--- src/hw/rtl/json_string_unescape_utf8_unit_macros.svh ---
// assertion macros for the json string unescape unit
// used by the top level only, expects clk and rst_n in scope
`ifndef JSON_STRING_UNESCAPE_UTF8_UNIT_MACROS_SVH
`define JSON_STRING_UNESCAPE_UTF8_UNIT_MACROS_SVH

// same-cycle implication, checked out of reset
`define JSU_ASSERT_IMP(lbl, ante, cons, msg) \
  lbl: assert property (@(posedge clk) disable iff (!rst_n) (ante) |-> (cons)) \
    else $error(msg);

// next-cycle implication, checked out of reset
`define JSU_ASSERT_NXT(lbl, ante, cons, msg) \
  lbl: assert property (@(posedge clk) disable iff (!rst_n) (ante) |=> (cons)) \
    else $error(msg);

`endif

--- src/hw/rtl/jsu_pkg.sv ---
// shared types, codes and decode helpers of the json string unescape unit
// no dependencies
`default_nettype none

package jsu_pkg;

  localparam int unsigned QueueDepth = 4;

  localparam logic [7:0] BACKSLASH = 8'h5c;

  typedef enum logic [1:0] {
    PH_IDLE,
    PH_TEXT,
    PH_ESC,
    PH_HEX
  } phase_t;

  typedef enum logic [2:0] {
    ST_DATA,
    ST_DONE,
    ST_BADESC,
    ST_BADHEX,
    ST_NOQUOTE
  } status_t;

  // what one queue entry asks the back end to produce
  typedef enum logic [1:0] {
    CK_BYTE,
    CK_CP,
    CK_STATUS
  } cmd_kind_t;

  typedef struct packed {
    cmd_kind_t   kind;
    logic [15:0] val;
  } cmd_t;

  typedef struct packed {
    logic full;
    logic empty;
  } q_stat_t;

  typedef struct packed {
    logic       ok;
    logic [3:0] val;
  } hex_t;

  typedef struct packed {
    logic       ok;
    logic       is_u;
    logic [7:0] val;
  } esc_t;

  function automatic hex_t hex_decode(input logic [7:0] b);
    hex_t r;
    r = '0;
    if (b >= 8'h30 && b <= 8'h39) begin
      r.ok  = 1'b1;
      r.val = 4'(b - 8'h30);
    end else if (b >= 8'h41 && b <= 8'h46) begin
      r.ok  = 1'b1;
      r.val = 4'(b - 8'h37);
    end else if (b >= 8'h61 && b <= 8'h66) begin
      r.ok  = 1'b1;
      r.val = 4'(b - 8'h57);
    end
    return r;
  endfunction

  function automatic esc_t esc_decode(input logic [7:0] b);
    esc_t r;
    r = '0;
    unique case (b)
      8'h22: begin r.ok = 1'b1; r.val = 8'h22; end
      8'h5c: begin r.ok = 1'b1; r.val = 8'h5c; end
      8'h2f: begin r.ok = 1'b1; r.val = 8'h2f; end
      8'h62: begin r.ok = 1'b1; r.val = 8'h08; end
      8'h66: begin r.ok = 1'b1; r.val = 8'h0c; end
      8'h6e: begin r.ok = 1'b1; r.val = 8'h0a; end
      8'h72: begin r.ok = 1'b1; r.val = 8'h0d; end
      8'h74: begin r.ok = 1'b1; r.val = 8'h09; end
      8'h75: begin r.is_u = 1'b1; end
      default: begin r.ok = 1'b0; end
    endcase
    return r;
  endfunction

endpackage

`default_nettype wire

--- src/hw/rtl/json_string_unescape_utf8_unit.sv ---
// path: each byte's command passes the command queue, then the output register
// throughput: one input byte per cycle; one result per cycle while out_tready is high and the
//   queue holds a command; a \u escape gives up to three results, bursts are absorbed by the command queue
// input stalls only while the command queue (QUEUE_DEPTH entries) is full
// reset: synchronous active-low rst_n clears string state, queue and output
//   valid; the block then waits for an opening delimiter
`default_nettype none

`include "json_string_unescape_utf8_unit_macros.svh"

module json_string_unescape_utf8_unit #(
  parameter int unsigned QUEUE_DEPTH = jsu_pkg::QueueDepth
) (
  input  wire logic       clk,
  input  wire logic       rst_n,
  // input stream
  input  wire logic       in_tvalid,
  output logic            in_tready,
  input  wire logic [7:0] in_tdata,   // [7:0] data_byte
  // result stream
  output logic            out_tvalid,
  input  wire logic       out_tready,
  output logic [7:0]      out_tdata,  // [7:0] out_byte
  output logic [2:0]      out_tuser,  // [2:0] status
  output logic            out_tlast   // last result of this input byte
);

  jsu_pkg::cmd_t    f_cmd;
  jsu_pkg::cmd_t    q_head;
  jsu_pkg::q_stat_t q_stat;
  logic             f_push;
  logic             b_pop;
  logic             in_fire;

  // front end only waits on queue room, never on the result side directly
  assign in_tready = !q_stat.full;
  assign in_fire   = in_tvalid && in_tready;

  // string/escape/hex tracking, one command per result-producing byte
  jsu_front u_front (
    .clk     (clk),
    .rst_n   (rst_n),
    .in_fire (in_fire),
    .in_byte (in_tdata),
    .cmd     (f_cmd),
    .push    (f_push)
  );

  // decouples the one-byte-per-cycle front from multi-byte utf-8 output
  jsu_queue #(
    .DEPTH (QUEUE_DEPTH)
  ) u_queue (
    .clk    (clk),
    .rst_n  (rst_n),
    .push   (f_push),
    .wr_cmd (f_cmd),
    .pop    (b_pop),
    .head   (q_head),
    .stat   (q_stat)
  );

  // utf-8 expansion and registered result transfer
  jsu_back u_back (
    .clk        (clk),
    .rst_n      (rst_n),
    .head       (q_head),
    .stat       (q_stat),
    .pop        (b_pop),
    .out_valid  (out_tvalid),
    .out_ready  (out_tready),
    .out_byte   (out_tdata),
    .out_status (out_tuser),
    .out_last   (out_tlast)
  );

  // queue is never written while full
  `JSU_ASSERT_IMP(a_no_overflow, f_push, !q_stat.full, "command queue overflow")
  // back end never consumes from an empty queue
  `JSU_ASSERT_IMP(a_no_underflow, b_pop, !q_stat.empty, "command queue underflow")
  // status results carry a zero byte and close their input byte
  `JSU_ASSERT_IMP(a_status_form, out_tvalid && (out_tuser != jsu_pkg::ST_DATA),
                  (out_tdata == 8'h00) && out_tlast, "malformed status result")

endmodule

`default_nettype wire

--- src/hw/rtl/jsu_front.sv ---
// front end: takes text bytes, tracks string and escape state, issues commands
// depends on jsu_pkg
`default_nettype none

module jsu_front (
  input  wire logic          clk,
  input  wire logic          rst_n,
  input  wire logic          in_fire,
  input  wire logic [7:0]    in_byte,
  output jsu_pkg::cmd_t      cmd,
  output logic               push
);

  jsu_pkg::phase_t phase_r, phase_nxt;
  logic [7:0]      delim_r, delim_nxt;
  logic [1:0]      hcnt_r, hcnt_nxt;
  logic [15:0]     cp_r, cp_nxt;
  jsu_pkg::hex_t   hx;
  jsu_pkg::esc_t   ex;

  always_ff @(posedge clk) begin
    if (!rst_n) begin
      phase_r <= jsu_pkg::PH_IDLE;
      delim_r <= '0;
      hcnt_r  <= '0;
      cp_r    <= '0;
    end else begin
      phase_r <= phase_nxt;
      delim_r <= delim_nxt;
      hcnt_r  <= hcnt_nxt;
      cp_r    <= cp_nxt;
    end
  end

  always_comb begin
    hx        = jsu_pkg::hex_decode(in_byte);
    ex        = jsu_pkg::esc_decode(in_byte);
    phase_nxt = phase_r;
    delim_nxt = delim_r;
    hcnt_nxt  = hcnt_r;
    cp_nxt    = cp_r;
    push      = 1'b0;
    cmd       = '0;
    if (in_fire) begin
      unique case (phase_r)
        jsu_pkg::PH_IDLE: begin
          delim_nxt = in_byte;
          phase_nxt = jsu_pkg::PH_TEXT;
        end
        jsu_pkg::PH_TEXT: begin
          // delimiter wins over end of text and backslash
          priority if (in_byte == delim_r) begin
            push      = 1'b1;
            cmd.kind  = jsu_pkg::CK_STATUS;
            cmd.val   = 16'(jsu_pkg::ST_DONE);
            phase_nxt = jsu_pkg::PH_IDLE;
          end else if (in_byte == 8'h00) begin
            push      = 1'b1;
            cmd.kind  = jsu_pkg::CK_STATUS;
            cmd.val   = 16'(jsu_pkg::ST_NOQUOTE);
            phase_nxt = jsu_pkg::PH_IDLE;
          end else if (in_byte == jsu_pkg::BACKSLASH) begin
            phase_nxt = jsu_pkg::PH_ESC;
          end else begin
            push     = 1'b1;
            cmd.kind = jsu_pkg::CK_BYTE;
            cmd.val  = {8'h00, in_byte};
          end
        end
        jsu_pkg::PH_ESC: begin
          priority if (ex.is_u) begin
            phase_nxt = jsu_pkg::PH_HEX;
            hcnt_nxt  = '0;
            cp_nxt    = '0;
          end else if (ex.ok) begin
            push      = 1'b1;
            cmd.kind  = jsu_pkg::CK_BYTE;
            cmd.val   = {8'h00, ex.val};
            phase_nxt = jsu_pkg::PH_TEXT;
          end else begin
            push      = 1'b1;
            cmd.kind  = jsu_pkg::CK_STATUS;
            cmd.val   = 16'(jsu_pkg::ST_BADESC);
            phase_nxt = jsu_pkg::PH_IDLE;
          end
        end
        jsu_pkg::PH_HEX: begin
          if (!hx.ok) begin
            push      = 1'b1;
            cmd.kind  = jsu_pkg::CK_STATUS;
            cmd.val   = 16'(jsu_pkg::ST_BADHEX);
            phase_nxt = jsu_pkg::PH_IDLE;
          end else begin
            cp_nxt = {cp_r[11:0], hx.val};
            if (hcnt_r == 2'd3) begin
              push      = 1'b1;
              cmd.kind  = jsu_pkg::CK_CP;
              cmd.val   = {cp_r[11:0], hx.val};
              hcnt_nxt  = '0;
              phase_nxt = jsu_pkg::PH_TEXT;
            end else begin
              hcnt_nxt = hcnt_r + 2'd1;
            end
          end
        end
        default: phase_nxt = jsu_pkg::PH_IDLE;
      endcase
    end
  end

endmodule

`default_nettype wire

--- src/hw/rtl/jsu_queue.sv ---
// command queue between front and back end, register array with pointers
// depends on jsu_pkg
`default_nettype none

module jsu_queue #(
  parameter int unsigned DEPTH = jsu_pkg::QueueDepth
) (
  input  wire logic          clk,
  input  wire logic          rst_n,
  input  wire logic          push,
  input  wire jsu_pkg::cmd_t wr_cmd,
  input  wire logic          pop,
  output jsu_pkg::cmd_t      head,
  output jsu_pkg::q_stat_t   stat
);

  localparam int unsigned PW = (DEPTH > 1) ? $clog2(DEPTH) : 1;
  localparam int unsigned CW = $clog2(DEPTH + 1);
  localparam logic [PW-1:0] LAST_PTR = PW'(DEPTH - 1);
  localparam logic [CW-1:0] FULL_CNT = CW'(DEPTH);

  jsu_pkg::cmd_t mem_r [DEPTH];
  logic [PW-1:0] wp_r, wp_nxt;
  logic [PW-1:0] rp_r, rp_nxt;
  logic [CW-1:0] cnt_r, cnt_nxt;

  always_ff @(posedge clk) begin
    if (push) begin
      mem_r[wp_r] <= wr_cmd;
    end
  end

  always_ff @(posedge clk) begin
    if (!rst_n) begin
      wp_r  <= '0;
      rp_r  <= '0;
      cnt_r <= '0;
    end else begin
      wp_r  <= wp_nxt;
      rp_r  <= rp_nxt;
      cnt_r <= cnt_nxt;
    end
  end

  always_comb begin
    wp_nxt  = wp_r;
    rp_nxt  = rp_r;
    cnt_nxt = cnt_r;
    if (push) begin
      wp_nxt = (wp_r == LAST_PTR) ? '0 : wp_r + PW'(1);
    end
    if (pop) begin
      rp_nxt = (rp_r == LAST_PTR) ? '0 : rp_r + PW'(1);
    end
    if (push && !pop) begin
      cnt_nxt = cnt_r + CW'(1);
    end else if (pop && !push) begin
      cnt_nxt = cnt_r - CW'(1);
    end
  end

  assign head       = mem_r[rp_r];
  assign stat.full  = (cnt_r == FULL_CNT);
  assign stat.empty = (cnt_r == '0);

endmodule

`default_nettype wire

--- src/hw/rtl/jsu_back.sv ---
// back end: expands queued commands into result transfers, one per cycle
// while out_ready is high and a command is queued; depends on jsu_pkg
`default_nettype none

module jsu_back (
  input  wire logic             clk,
  input  wire logic             rst_n,
  input  wire jsu_pkg::cmd_t    head,
  input  wire jsu_pkg::q_stat_t stat,
  output logic                  pop,
  output logic                  out_valid,
  input  wire logic             out_ready,
  output logic [7:0]            out_byte,
  output logic [2:0]            out_status,
  output logic                  out_last
);

  logic [1:0] step_r, step_nxt;
  logic       vld_r, vld_nxt;
  logic [7:0] byte_r, byte_c;
  logic [2:0] stat_r, stat_c;
  logic       last_r, last_c;
  logic       load;

  always_ff @(posedge clk) begin
    if (!rst_n) begin
      step_r <= '0;
      vld_r  <= 1'b0;
    end else begin
      step_r <= step_nxt;
      vld_r  <= vld_nxt;
    end
  end

  always_ff @(posedge clk) begin
    if (load && !stat.empty) begin
      byte_r <= byte_c;
      stat_r <= stat_c;
      last_r <= last_c;
    end
  end

  // piece of the head command selected by step_r
  always_comb begin
    byte_c = '0;
    stat_c = jsu_pkg::ST_DATA;
    last_c = 1'b1;
    unique case (head.kind)
      jsu_pkg::CK_BYTE: byte_c = head.val[7:0];
      jsu_pkg::CK_STATUS: stat_c = head.val[2:0];
      jsu_pkg::CK_CP: begin
        if (head.val < 16'h0080) begin
          byte_c = head.val[7:0];
        end else if (head.val < 16'h0800) begin
          if (step_r == 2'd0) begin
            byte_c = {3'b110, head.val[10:6]};
            last_c = 1'b0;
          end else begin
            byte_c = {2'b10, head.val[5:0]};
          end
        end else begin
          unique case (step_r)
            2'd0: begin
              byte_c = {4'b1110, head.val[15:12]};
              last_c = 1'b0;
            end
            2'd1: begin
              byte_c = {2'b10, head.val[11:6]};
              last_c = 1'b0;
            end
            default: byte_c = {2'b10, head.val[5:0]};
          endcase
        end
      end
      default: stat_c = jsu_pkg::ST_DATA;
    endcase
  end

  always_comb begin
    load     = !vld_r || out_ready;
    vld_nxt  = vld_r;
    step_nxt = step_r;
    pop      = 1'b0;
    if (load) begin
      vld_nxt = !stat.empty;
      if (!stat.empty) begin
        if (last_c) begin
          pop      = 1'b1;
          step_nxt = '0;
        end else begin
          step_nxt = step_r + 2'd1;
        end
      end
    end
  end

  assign out_valid  = vld_r;
  assign out_byte   = byte_r;
  assign out_status = stat_r;
  assign out_last   = last_r;

endmodule

`default_nettype wire

--- config.mk ---
export PLATFORM = sky130hd
export DESIGN_NAME = json_string_unescape_utf8_unit
export DESIGN_NICKNAME = d
export VERILOG_FILES = /design/src/hw/rtl/jsu_pkg.sv /design/src/hw/rtl/json_string_unescape_utf8_unit.sv /design/src/hw/rtl/jsu_front.sv /design/src/hw/rtl/jsu_queue.sv /design/src/hw/rtl/jsu_back.sv
export VERILOG_INCLUDE_DIRS = /design/src /design/src/hw/rtl
export SDC_FILE = /design/constraint.sdc
export NUM_CORES = 1
export LEC_CHECK = 0
export BUFFER_PORTS_ARGS = -buffer_cell sky130_fd_sc_hd__buf_4
export CORE_MARGIN = 1
export CORE_UTILIZATION = 41
export CTS_BUF_LIST = sky130_fd_sc_hd__clkbuf_8
export DETAILED_ROUTE_END_ITERATION = 8
export PLACE_DENSITY_LB_ADDON = 0.25
export SKIP_CTS_REPAIR_TIMING = 1
export SYNTH_ARGS = -nofsm -noshare
export SYNTH_HDL_FRONTEND = slang
export SYNTH_HIERARCHICAL = 1
export SYNTH_SLANG_ARGS = --single-unit
export TNS_END_PERCENT = 5
--- constraint.sdc ---
create_clock -name clk -period 4.8 [get_ports clk]
set_input_delay 0.72 -clock clk [delete_from_list [all_inputs] [get_ports clk]]
set_output_delay 0.72 -clock clk [all_outputs]
set_load 0.02 [all_outputs]
==> metrics.csv <==
stage,metric,value,unit
run_status,status,"finished, final reports clean",
synthesis,synthesized area,5890,µm²
synthesis,syn_nets,483,
timing,endpoints failing hold,0,
synthesis,Mapped Cells,456,
synthesis,biggest area consumer among synthesized cells,edfxtp_1,
layout,P&R area growth vs syn,12.7,%
synthesis,mux share of post-synthesis cell area,9.77,%
power_and_ir_drop,switching share of power,29.9,%
timing,max_slew headroom,49.4,%
placed_design,RePlAce Congestion,0.914,
placed_design,DP Area,6220,µm²
setup_path,CP Class,register to register,
synthesis,Post-synth EDFFs,84,
clock_network,H-tree depth,4,
routing,detailed-route via count,3830,
floorplan,FP Rows,43,
synthesis,post-synthesis xor/xnor area fraction,1.49,%
power_and_ir_drop,Combinational Power Share,28.3,%
floorplan,total die area,14900,µm²
placed_design,port buffer count,25,
timing,final setup TNS,0,ns
floorplan,core area,13900,µm²
setup_path,crit path capture type,register,
power_and_ir_drop,clock power share,29.8,%
power_and_ir_drop,Lkg Pwr,2.32,nW
timing,final setup fails,0,
timing,Tmin final,3.99,ns
synthesis,Netlist cell types,76,
timing,fin. max-slew vios,0,
routing,DR iter-0 viols,241,
clock_network,CTS tree,done,
global_route,grt ovf,0,
synthesis,top post-synthesis cells by count,"84 x edfxtp_1, 36 x dfxtp_1, 20 x nor2_1, 19 x and2_1, 18 x a21oi_1",
synthesis,"Seq/Total Area, Yosys",55.1,%
placed_design,hpwl dp,8130,µm
power_and_ir_drop,P per Cell Area,475,nW/µm²
synthesis,most numerous cell in the Yosys netlist,edfxtp_1,
timing,f_max,251,MHz
timing,fin crit share,83.1,%
synthesis,Ys Warns,6,
routing,DRT Pass-1 Iters,4,
layout,share of layout cells above drive strength 1,17.5,%
floorplan,initial core utilization,42.3,%
routing,routed length per instance,17.0,µm
power_and_ir_drop,VDD IR-drop max,156,µV
global_route,initial antenna violation count,0,
synthesis,simple-gate share of the synthesized area,13.8,%
setup_path,Critical Path Start Type,register,
timing,RSZ-0062 raised after global routing,false,
global_route,GRT Resource Usage Total,17.1,%
layout,ANT cells,0,
routing,antenna-violating nets left,0,
clock_network,latest clock arrival within the worst-skew pair,0.42,ns
layout,final instance area,6640,µm²
clock_network,CTS root buf,clkbuf_8,
power_and_ir_drop,sequential power share,41.9,%
synthesis,dominant cells by area after synthesis,"edfxtp_1 43%, dfxtp_1 12%, mux4_2 3.8%, mux4_1 3.6%, ha_1 3.0%",
clock_network,number of CTS-inserted buffers,17,
synthesis,Compound-Gate Fraction of Synth Area,13.0,%
power_and_ir_drop,switching power,0.942,mW
clock_network,Clock Path Buffers,2,
min_path,class of the most critical hold timing path,register to register,
floorplan,# IOs,26,
floorplan,die width,122,µm
synthesis,largest family of logic cells by synthesized area,simple AND/OR/NAND/NOR gates,
global_route,number of global-route vias before repair,3873,
synthesis,Synth Register Bits,120,
timing,Setup Skew,0.0102,ns
routing,Post-Route WL,11500,µm
synthesis,ys flop type,edfxtp_1,
synthesis,Mean Syn Cell Area,12.9,µm²
placed_design,Placed Cells,644,
layout,# fillers,1216,
routing,drt drc,0,
setup_path,Worst Path Required,5.14,ns
layout,final cell count without fillers,676,
routing,vias per std cell,5.67,
timing,Tightest Pin Transition,0.750,ns
synthesis,share of the synthesized area in the top cell type,42.8,%
global_route,first-pass GRT wire length,19100,µm
clock_network,Clock Sink Count,120,
global_route,largest net degree at the start of global routing,22,
layout,Final nets,510,
clock_network,clock slew seen by the registers of the worst setup and hold paths,0.07,ns
setup_path,worst-path maximum fanout,12,
power_and_ir_drop,P_int,2.21,mW
job,MaxCap Viol Count,0,
synthesis,ys async rst share,0,%
setup_path,arrival time worst endpoint,4.33,ns
floorplan,Die H,122,µm
synthesis,adder-cell area share of the yosys netlist,3.31,%
==> through the flow <==
step	power [mW]	util, %	hold WS [ns]	setup WS (ns)
detailed placement	2.24	44.6	0.460	0.679
global placement	2.21	44.6	0.455	0.830
finish	3.15	47.6	0.474	0.809
global route	3.33	47.6	0.514	0.533
CTS	3.19	47.6	0.478	0.792
floorplan	2.02	-	0.441	1.29
==> power groups by stage <==
| stage | Clock, mW | Combinational, mW | Sequential [mW] |
|---|---|---|---|
| after floorplan | 0 | 0.637 | 1.38 |
| after global placement | 0 | 0.870 | 1.34 |
| after detailed placement | 0 | 0.891 | 1.35 |
| after CTS | 0.968 | 0.894 | 1.33 |
| after global routing | 1.01 | 0.979 | 1.34 |
| final | 0.939 | 0.892 | 1.32 |
==> placed cells by master, fill, tap and decap left out, types with 4 or more instances in the layout <==
cell type	count
bufinv_16	4
nand3_1	5
clkinv_2	5
o22ai_1	4
a21oi_1	18
buf_4	34
nand2b_1	8
inv_1	21
edfxtp_1	84
dfxtp_1	36
mux4_2	10
o21a_1	5
o211ai_1	5
clkbuf_8	18
o21bai_1	4
o21ai_0	15
a221o_1	4
and2_1	19
ha_1	14
a22o_1	10
nor3_1	11
mux4_1	8
xnor2_1	9
nor2b_1	9
mux2i_1	14
or4_1	4
nand4_1	7
nor3b_1	14
nor2_1	20
nand2_1	13
==> sequential cells by signal, summed over array words and instances (netlist names), named ones only <==
register and cells:
u_queue/mem_r 72, u_front/cp_r 12, u_back/out_byte 8, u_front/delim_r 8, u_back/out_status 3, u_queue/cnt_r 3
u_back/step_r 2, u_front/hcnt_r 2, u_front/phase_r 2, u_queue/rp_r 2, u_queue/wp_r 2, u_back/out_last 1
u_back/out_valid 1
==> cell type report <==
| type | instances | area [µm²] | share of cell area, % |
|---|---|---|---|
| Sequential cell | 120 | 3240 | 48.9 |
| Tap cell | 180 | 225 | 3.39 |
| Timing Repair Buffer | 34 | 255 | 3.85 |
| Clock inverter | 14 | 168 | 2.53 |
| Inverter | 17 | 63.8 | 0.962 |
| Clock buffer | 18 | 248 | 3.73 |
| Multi-Input combinational cell | 293 | 2430 | 36.7 |
==> path summary, 6_finish.rpt <==
check                  startpoint          endpoint  slack [ns]  cells after the start
hold / removal    u_front/cp_r[9]   u_front/cp_r[9]        0.47                      1
setup reg to reg         register  u_queue/cnt_r[2]        0.81                     12
setup / recovery         register  u_queue/cnt_r[2]        0.81                     12
hold reg to reg   u_front/cp_r[9]   u_front/cp_r[9]        0.47                      1
==> layer usage <==
layer	GRT usage (%)	share of wire, %	wire, µm	vias to the layer above
met3	4.03	3.9	451	20
li1	-	-	-	1831
met4	10.0	2.4	278	0
met5	0	0	0	-
met2	28.4	49	5690	99
met1	20.1	44	5080	1880
==> critical path: stages (launching register included) <==
cell      delay (ns)
dfxtp_1         0.66
mux4_1          0.68
or4_4           0.66
o31a_2          0.37
nor3b_1         0.20
nor2_1          0.22
inv_1           0.10
ha_1            0.21
inv_1           0.08
fa_1            0.18
xor2_1          0.07
or3_1           0.30
a21boi_0        0.16
==> cells by family after synthesis <==
group / count (synthesis)
AO/OA/AOI/OAI: 103
AND/OR/NAND/NOR: 133
XOR/XNOR: 10
multiplexers: 32
flip-flops: 120
adder cells (fa/ha/maj): 15
buffers and inverters: 43
Note: power is estimated with default switching activity, not from simulation.
